**src/design/ced_pkg.sv**
```systemverilog
// Shared types and constants for the C escape sequence decoder.
// Depends on nothing; every design file refers to it by scoped names.
package ced_pkg;

  // One input word: a raw character or an end-of-string marker.
  typedef struct packed {
    logic [7:0] char_in;
    logic       end_marker;
  } in_t;

  // One output word: a decoded byte or the done result.
  typedef struct packed {
    logic [7:0] byte_out;
    logic       done_res;
    logic       syntax_error;
  } out_t;

  // Work handed from the parser to the output side: one or two output words.
  typedef struct packed {
    logic two;
    out_t res0;
    out_t res1;
  } cmd_t;

  // Command queue sizing.
  localparam int QDepth = 4;
  localparam int QAw    = $clog2(QDepth);

endpackage

```
**src/design/ced_front.sv**
```systemverilog
// Parser front end of the C escape sequence decoder: tracks escape state
// and turns each accepted word into a command of zero, one or two outputs.
// Depends on ced_pkg.
module ced_front (
  input  logic          clk,
  input  logic          rst,
  input  logic          accept,
  input  ced_pkg::in_t  word,
  output logic          push,
  output ced_pkg::cmd_t cmd
);

  // Parser modes.
  localparam logic [2:0] PLAIN = 3'd0;
  localparam logic [2:0] ESC   = 3'd1;
  localparam logic [2:0] HEX0  = 3'd2;
  localparam logic [2:0] HEX1  = 3'd3;
  localparam logic [2:0] OCT1  = 3'd4;
  localparam logic [2:0] OCT2  = 3'd5;

  // Characters with a special meaning.
  localparam logic [7:0] CHAR_BSLASH = 8'h5C;
  localparam logic [7:0] CHAR_X      = 8'h78;
  localparam logic [7:0] CHAR_0      = 8'h30;
  localparam logic [7:0] CHAR_7      = 8'h37;
  localparam logic [7:0] CHAR_9      = 8'h39;
  localparam logic [7:0] CHAR_LA     = 8'h61;
  localparam logic [7:0] CHAR_LF     = 8'h66;
  localparam logic [7:0] CHAR_UA     = 8'h41;
  localparam logic [7:0] CHAR_UF     = 8'h46;

  // Hex digit decode: bit 4 is set when the character is a hex digit.
  function automatic logic [4:0] hex_digit(input logic [7:0] c);
    logic [7:0] diff;
    if (c >= CHAR_0 && c <= CHAR_9) begin
      diff = c - CHAR_0;
      return {1'b1, diff[3:0]};
    end else if (c >= CHAR_LA && c <= CHAR_LF) begin
      diff = c - CHAR_LA + 8'd10;
      return {1'b1, diff[3:0]};
    end else if (c >= CHAR_UA && c <= CHAR_UF) begin
      diff = c - CHAR_UA + 8'd10;
      return {1'b1, diff[3:0]};
    end
    return 5'd0;
  endfunction

  // Simple escapes map to control codes; anything else stands for itself.
  function automatic logic [7:0] simple_escape(input logic [7:0] c);
    unique case (c)
      8'h6E:   return 8'h0A;  // n
      8'h72:   return 8'h0D;  // r
      8'h62:   return 8'h08;  // b
      8'h74:   return 8'h09;  // t
      8'h66:   return 8'h0C;  // f
      8'h61:   return 8'h07;  // a
      8'h76:   return 8'h0B;  // v
      default: return c;
    endcase
  endfunction

  function automatic ced_pkg::out_t byte_word(input logic [7:0] b);
    ced_pkg::out_t w;
    w.byte_out     = b;
    w.done_res     = 1'b0;
    w.syntax_error = 1'b0;
    return w;
  endfunction

  function automatic ced_pkg::out_t done_word(input logic err);
    ced_pkg::out_t w;
    w.byte_out     = 8'd0;
    w.done_res     = 1'b1;
    w.syntax_error = err;
    return w;
  endfunction

  logic [2:0] mode, mode_next;
  logic [7:0] accum, accum_next;
  logic       err, err_next;
  logic       emit;
  logic [7:0] c;
  logic [4:0] hex;
  logic       is_oct;

  assign c      = word.char_in;
  assign hex    = hex_digit(c);
  assign is_oct = (c >= CHAR_0) && (c <= CHAR_7);

  // Next state and the outputs that this word completes.
  always_comb begin
    mode_next = mode;
    accum_next = accum;
    err_next = err;
    emit = 1'b0;
    cmd.two = 1'b0;
    cmd.res0 = byte_word(c);
    cmd.res1 = byte_word(c);

    if (word.end_marker) begin
      emit = 1'b1;
      mode_next = PLAIN;
      accum_next = 8'd0;
      err_next = 1'b0;
      unique case (mode) inside
        HEX1: begin
          cmd.two = 1'b1;
          cmd.res0 = byte_word(accum);
          cmd.res1 = done_word(err);
        end
        ESC, HEX0, OCT1, OCT2: begin
          cmd.res0 = done_word(1'b1);
        end
        default: begin
          cmd.res0 = done_word(err);
        end
      endcase
    end else begin
      unique case (mode) inside
        ESC: begin
          mode_next = PLAIN;
          if (c == CHAR_X) begin
            mode_next = HEX0;
          end else if (is_oct) begin
            accum_next = {5'd0, c[2:0]};
            mode_next = OCT1;
          end else begin
            emit = 1'b1;
            cmd.res0 = byte_word(simple_escape(c));
          end
        end
        HEX0: begin
          if (!hex[4]) begin
            err_next = 1'b1;
            mode_next = PLAIN;
          end else begin
            accum_next = {4'd0, hex[3:0]};
            mode_next = HEX1;
          end
        end
        HEX1: begin
          mode_next = PLAIN;
          accum_next = 8'd0;
          emit = 1'b1;
          if (hex[4]) begin
            cmd.res0 = byte_word({accum[3:0], hex[3:0]});
          end else begin
            // The one-digit value goes out, then the character is plain text.
            cmd.res0 = byte_word(accum);
            if (c == CHAR_BSLASH) begin
              mode_next = ESC;
            end else begin
              cmd.two = 1'b1;
              cmd.res1 = byte_word(c);
            end
          end
        end
        OCT1, OCT2: begin
          if (!is_oct) begin
            err_next = 1'b1;
            mode_next = PLAIN;
            accum_next = 8'd0;
          end else if (mode == OCT1) begin
            accum_next = {accum[4:0], c[2:0]};
            mode_next = OCT2;
          end else begin
            emit = 1'b1;
            cmd.res0 = byte_word({accum[4:0], c[2:0]});
            accum_next = 8'd0;
            mode_next = PLAIN;
          end
        end
        default: begin
          mode_next = PLAIN;
          if (c == CHAR_BSLASH) begin
            mode_next = ESC;
          end else begin
            emit = 1'b1;
          end
        end
      endcase
    end
  end

  assign push = accept && emit;

  // Parser state registers.
  always_ff @(posedge clk) begin
    if (rst) begin
      mode <= PLAIN;
      accum <= 8'd0;
      err <= 1'b0;
    end else if (accept) begin
      mode <= mode_next;
      accum <= accum_next;
      err <= err_next;
    end
  end

endmodule

```
**src/design/ced_queue.sv**
```systemverilog
// Short command queue between the parser and the output stage.
// Depends on ced_pkg for the command type and depth.
module ced_queue (
  input  logic          clk,
  input  logic          rst,
  input  logic          push,
  input  ced_pkg::cmd_t push_data,
  input  logic          pop,
  output ced_pkg::cmd_t pop_data,
  output logic          not_empty,
  output logic          full
);

  ced_pkg::cmd_t            slots [ced_pkg::QDepth];
  logic [ced_pkg::QAw-1:0]  wr_ptr;
  logic [ced_pkg::QAw-1:0]  rd_ptr;
  logic [ced_pkg::QAw:0]    count;

  assign not_empty = (count != '0);
  assign full      = (count == (ced_pkg::QAw+1)'(ced_pkg::QDepth));
  assign pop_data  = slots[rd_ptr];

  // Pointers and fill level.
  always_ff @(posedge clk) begin
    if (rst) begin
      wr_ptr <= '0;
      rd_ptr <= '0;
      count <= '0;
    end else begin
      if (push) begin
        wr_ptr <= wr_ptr + 1'b1;
      end
      if (pop) begin
        rd_ptr <= rd_ptr + 1'b1;
      end
      case ({push, pop})
        2'b10:   count <= count + 1'b1;
        2'b01:   count <= count - 1'b1;
        default: count <= count;
      endcase
    end
  end

  // Storage needs no reset.
  always_ff @(posedge clk) begin
    if (push) begin
      slots[wr_ptr] <= push_data;
    end
  end

endmodule

```
**src/design/ced_back.sv**
```systemverilog
// Output stage of the C escape sequence decoder: takes commands from the
// queue and sends their one or two words through a registered output.
// Depends on ced_pkg.
module ced_back (
  input  logic          clk,
  input  logic          rst,
  input  logic          q_valid,
  input  ced_pkg::cmd_t q_data,
  output logic          q_pop,
  output logic          out_valid,
  input  logic          out_ready,
  output ced_pkg::out_t out_data
);

  logic          pend;
  ced_pkg::out_t second;
  logic          load;

  // The output register may be refilled when empty or being taken.
  assign load  = !out_valid || out_ready;
  assign q_pop = load && !pend && q_valid;

  // Control: output valid and the pending second word.
  always_ff @(posedge clk) begin
    if (rst) begin
      out_valid <= 1'b0;
      pend <= 1'b0;
    end else if (load) begin
      if (pend) begin
        out_valid <= 1'b1;
        pend <= 1'b0;
      end else if (q_valid) begin
        out_valid <= 1'b1;
        pend <= q_data.two;
      end else begin
        out_valid <= 1'b0;
      end
    end
  end

  // Payload registers.
  always_ff @(posedge clk) begin
    if (load) begin
      if (pend) begin
        out_data <= second;
      end else if (q_valid) begin
        out_data <= q_data.res0;
        second <= q_data.res1;
      end
    end
  end

endmodule

```
**src/design/c_escape_sequence_decoder.sv**
```systemverilog
// C escape sequence decoder top level: parser, command queue, output stage.
// Depends on ced_pkg, ced_front, ced_queue and ced_back.
//
// Accepts one raw character of a C string literal, or an end marker, per
// cycle and delivers the decoded bytes, followed by a done word carrying the
// sticky syntax error flag at each end marker. The parser takes a word every
// cycle while the four-entry command queue has room. The registered output
// stage sends one word per cycle while out_ready is high, so a character
// that completes two words (a one-digit hex escape closed by an ordinary
// character, or an end marker after one hex digit) takes two output words;
// the queue absorbs such bursts.
module c_escape_sequence_decoder (
  input  logic          clk,
  input  logic          rst,
  input  logic          in_valid,
  output logic          in_ready,
  input  ced_pkg::in_t  in_data,
  output logic          out_valid,
  input  logic          out_ready,
  output ced_pkg::out_t out_data
);

  logic          accept;
  logic          push;
  ced_pkg::cmd_t cmd;
  logic          q_full;
  logic          q_valid;
  logic          q_pop;
  ced_pkg::cmd_t q_data;

  assign in_ready = !q_full;
  assign accept   = in_valid && in_ready;

  ced_front u_front (
    .clk    (clk),
    .rst    (rst),
    .accept (accept),
    .word   (in_data),
    .push   (push),
    .cmd    (cmd)
  );

  ced_queue u_queue (
    .clk       (clk),
    .rst       (rst),
    .push      (push),
    .push_data (cmd),
    .pop       (q_pop),
    .pop_data  (q_data),
    .not_empty (q_valid),
    .full      (q_full)
  );

  ced_back u_back (
    .clk       (clk),
    .rst       (rst),
    .q_valid   (q_valid),
    .q_data    (q_data),
    .q_pop     (q_pop),
    .out_valid (out_valid),
    .out_ready (out_ready),
    .out_data  (out_data)
  );

  // The parser never writes into a full queue.
  a_no_overflow: assert property (@(posedge clk) disable iff (rst)
    push |-> !q_full)
    else $error("command pushed into full queue");

  // A done word always carries a zero byte.
  a_done_zero: assert property (@(posedge clk) disable iff (rst)
    (out_valid && out_data.done_res) |-> (out_data.byte_out == 8'd0))
    else $error("done word with nonzero byte");

  // The error flag only appears on a done word.
  a_err_on_done: assert property (@(posedge clk) disable iff (rst)
    (out_valid && !out_data.done_res) |-> !out_data.syntax_error)
    else $error("syntax error flag on a byte word");

  // An end marker accepted into an empty pipeline reaches the queue in the next cycle.
  a_end_latency: assert property (@(posedge clk) disable iff (rst)
    (accept && in_data.end_marker && !q_valid && !out_valid) |=> q_valid)
    else $error("end marker produced no command");

endmodule

```
**config.mk**
```make
export PLATFORM = sky130hd
export DESIGN_NAME = c_escape_sequence_decoder
export DESIGN_NICKNAME = d
export VERILOG_FILES = /design/src/design/ced_pkg.sv /design/src/design/ced_front.sv /design/src/design/ced_queue.sv /design/src/design/ced_back.sv /design/src/design/c_escape_sequence_decoder.sv
export SDC_FILE = /design/constraint.sdc
export NUM_CORES = 1
export LEC_CHECK = 0
export ABC_AREA = 1
export BUFFER_PORTS_ARGS = -buffer_cell sky130_fd_sc_hd__buf_2
export CORE_MARGIN = 2
export CORE_UTILIZATION = 50
export DETAILED_ROUTE_END_ITERATION = 7
export PLACE_DENSITY = 0.64
export SLEW_MARGIN = 20
export SYNTH_ARGS = -nofsm -noshare
export SYNTH_HDL_FRONTEND = slang
export SYNTH_HIERARCHICAL = 1
export SYNTH_SLANG_ARGS = --single-unit
```
**constraint.sdc**
```tcl
create_clock -name clk -period 3 [get_ports clk]
set_input_delay 0 -clock clk [delete_from_list [all_inputs] [get_ports clk]]
set_output_delay 0 -clock clk [all_outputs]
set_load 0.01 [all_outputs]
```
==> out/qor.txt <==
final worst-path cycle share -> 0.913
wire per inst -> 16.8 µm
final WL -> 14900 µm
All-Layer GR Usage -> 0.241
starting density of the core -> 0.516
global-route wire length before repair -> 24000 µm
Worst-path clk slew -> 0.06 ns
largest net degree at the start of global routing -> 44
Post-DP Area -> 6440 µm²
Synth top area share -> 0.502
die area -> 13300 µm²
hold path start -> in_data[6]
RR Endpoint -> u_queue/count[2]
Layout area overhead -> 14.3%
Internal -> 4.22 mW
worst hold endpoint -> u_queue/slots[1][7]
Critical Path RT -> 3.36 ns
clock latency on the worst-skew pair -> 0.42 ns
CORE AREA -> 12100 µm²
Peak Freq -> 365 MHz
initial antenna violation count -> 0
Final ANT Viol Nets -> 0
final setup fails -> 0
largest area contributor in the netlist -> edfxtp_1
grt ovf -> 0
most frequent cell after synthesis -> nand2_1
via count -> 4812
Combinational Power Share -> 0.253
gpl congestion -> 0.955
YS warnings -> 6
vias per cell -> 5.44
hpwl dp -> 10000 µm
HP Class -> in -> reg
post-synthesis sequential area ratio -> 0.576
Final WS setup -> 0.261 ns
power consumption -> 6.12 mW
IO buf count -> 24
DR pass1 iterations -> 5
count of cell types in the netlist -> 37
Post-synth top flop -> edfxtp_1
Worst Reg-to-Reg Cells -> 14
Sequential Power Share -> 0.406
vias in the first global route -> 4701
cell count after synthesis -> 667
Layout Skew -> 0.0129 ns
height of the chip -> 116 µm
H-tree level count -> 4
final core utilization -> 0.590
Final Hold Viols -> 0
maximum VDD drop -> 457 µV
RSZ-0062 raised after global routing -> no
CP Max Fanout -> 9
PwrDens -> 861 nW/µm²
Die Wd -> 116 µm
crit path launch type -> flop
Net Sw Frac -> 0.311
#FFs+latches synth -> 127
Post-synth top cells -> nand2_1, edfxtp_1, nor2_1, inv_1, o21ai_0
worst hold path cell count -> 3
I/O pin cnt -> 25
pre-CTS setup slack -> 0.114 ns
Max-cap violations -> 0
syn avg cell area -> 9.32 µm²
critical path type -> reg -> reg
placed insts -> 847
post-route cell area -> 7110 µm²
DRT iter0 DRCs -> 422
Setup TNS -> 0 ns
CTS tree -> built
crit path DAT -> 3.10 ns
std cell rows -> 40
Post-synth EDFFs -> 104
Max Transition Viols Final -> 0
fin crit period -> 2.74 ns
Slew @ Worst Pin -> 0.635 ns
reg-to-reg setup timing slack -> 0.26 ns
worst reg2reg startpoint -> u_front/mode[2]
Net Switching -> 1.91 mW
Final nets -> 727
CP Capture Type -> flop
synthesized area -> 6220 µm²
post-synthesis async set-or-reset flop share -> 0
Syn Nets -> 690
Clock power frac -> 0.342
Slew HR -> 0.576
leakage -> 2.88 nW
antenna cell count -> 0
clock buffer count from CTS -> 17
maximum clock insertion buffer count -> 2
Finished Layout Cells -> 885
status -> completed
CTS sink count -> 127
top cells by area, synth -> edfxtp_1, nand2_1, dfxtp_1, nor2_1, inv_1
Root Driver -> clkbuf_16
share of layout cells above drive strength 1 -> 0.138
drt drc -> 0
Hold Slack -> 0.0697 ns
## cell type report
type / count / area (µm²)
Inverter: 73 / 282
Timing Repair Buffer: 41 / 260
Sequential cell: 127 / 3580
Fill cell: 1044 / 4950
Multi-Input combinational cell: 444 / 2170
Clock buffer: 19 / 433
Clock inverter: 13 / 169
Tap cell: 168 / 210
## state kept, by name (all words and copies together), names as in the netlist, 2 cells and up, named ones only
name             cells
u_queue/rd_ptr       2
u_front/mode         3
u_front/accum        8
u_back/second       10
u_queue/slots       84
u_queue/wr_ptr       2
u_back/out_data     10
u_queue/count        3
## power by group through the flow
stage	logic, mW	registers (mW)	clock network (mW)
after floorplan	1.09	2.53	0
after detailed placement	1.53	2.52	0
after global routing	1.74	2.52	2.21
final	1.55	2.48	2.09
after CTS	1.54	2.49	2.12
after global placement	1.49	2.51	0
## critical path, cell delays in order (launching register included)
cell and delay [ns]:
dfxtp_1 0.43, inv_1 0.08, nand2_2 0.15, nand2_2 0.15, nor2_2 0.19, a21oi_1 0.11, a31oi_2 0.33, inv_1 0.16
ha_1 0.28, fa_1 0.42, nand2_1 0.11, nand2_1 0.05, nor2_1 0.08, nor2_1 0.04, nor2_1 0.10
## logic make-up after synthesis
group                    Yosys count  share of synthesized area
buffers and inverters             96                     0.0757
AND/OR/NAND/NOR                  314                      0.218
flip-flops                       127                      0.576
AO/OA/AOI/OAI                    117                      0.105
XOR/XNOR                           3                    0.00423
adder cells (fa/ha/maj)           10                     0.0213
## worst max-delay path by stage
stage | to | cells past startpoint | startpoint | slack, ns
2_1_floorplan | u_queue/count[2] | 15 | u_front/mode[0] | 0.51
3_3_place_gp | u_queue/count[2] | 14 | u_front/mode[2] | 0.26
3_5_place_dp | u_queue/count[2] | 14 | u_front/mode[2] | 0.11
4_1_cts | u_queue/count[2] | 14 | u_front/mode[2] | 0.08
5_1_grt | u_queue/count[2] | 14 | u_front/mode[2] | 0.01
6_report | u_queue/count[2] | 14 | u_front/mode[2] | 0.26
## cell usage in the layout (no fill, tap or decap), types with 17 or more instances in the layout
master,netlist,final
edfxtp_1,104,104
o21ai_0,44,44
o21ai_1,19,19
inv_1,64,64
nand2_1,154,154
a21oi_1,23,23
dfxtp_1,23,23
o22ai_1,19,19
nand3_1,40,40
buf_2,7,24
clkbuf_16,0,17
nor2_1,81,80
## what timing repair did
item / CTS / global route
setup buffers: 0 / 1
resized for setup: 0 / 2
endpoints found under the setup margin: 0 / 2
hold buffers: 5 / 0
endpoints found under the hold margin: 15 / 0
## per-layer routing
| layer | share of wire | wire length [µm] | up-vias | global-route usage |
|---|---|---|---|---|
| met5 | 0 | 0 | - | 0 |
| met1 | 0.43 | 6480 | 2299 | 0.311 |
| met2 | 0.49 | 7260 | 161 | 0.393 |
| li1 | - | - | 2327 | - |
| met3 | 0.059 | 876 | 25 | 0.0570 |
| met4 | 0.020 | 293 | 0 | 0.102 |
(Power assumes the default switching activity.)
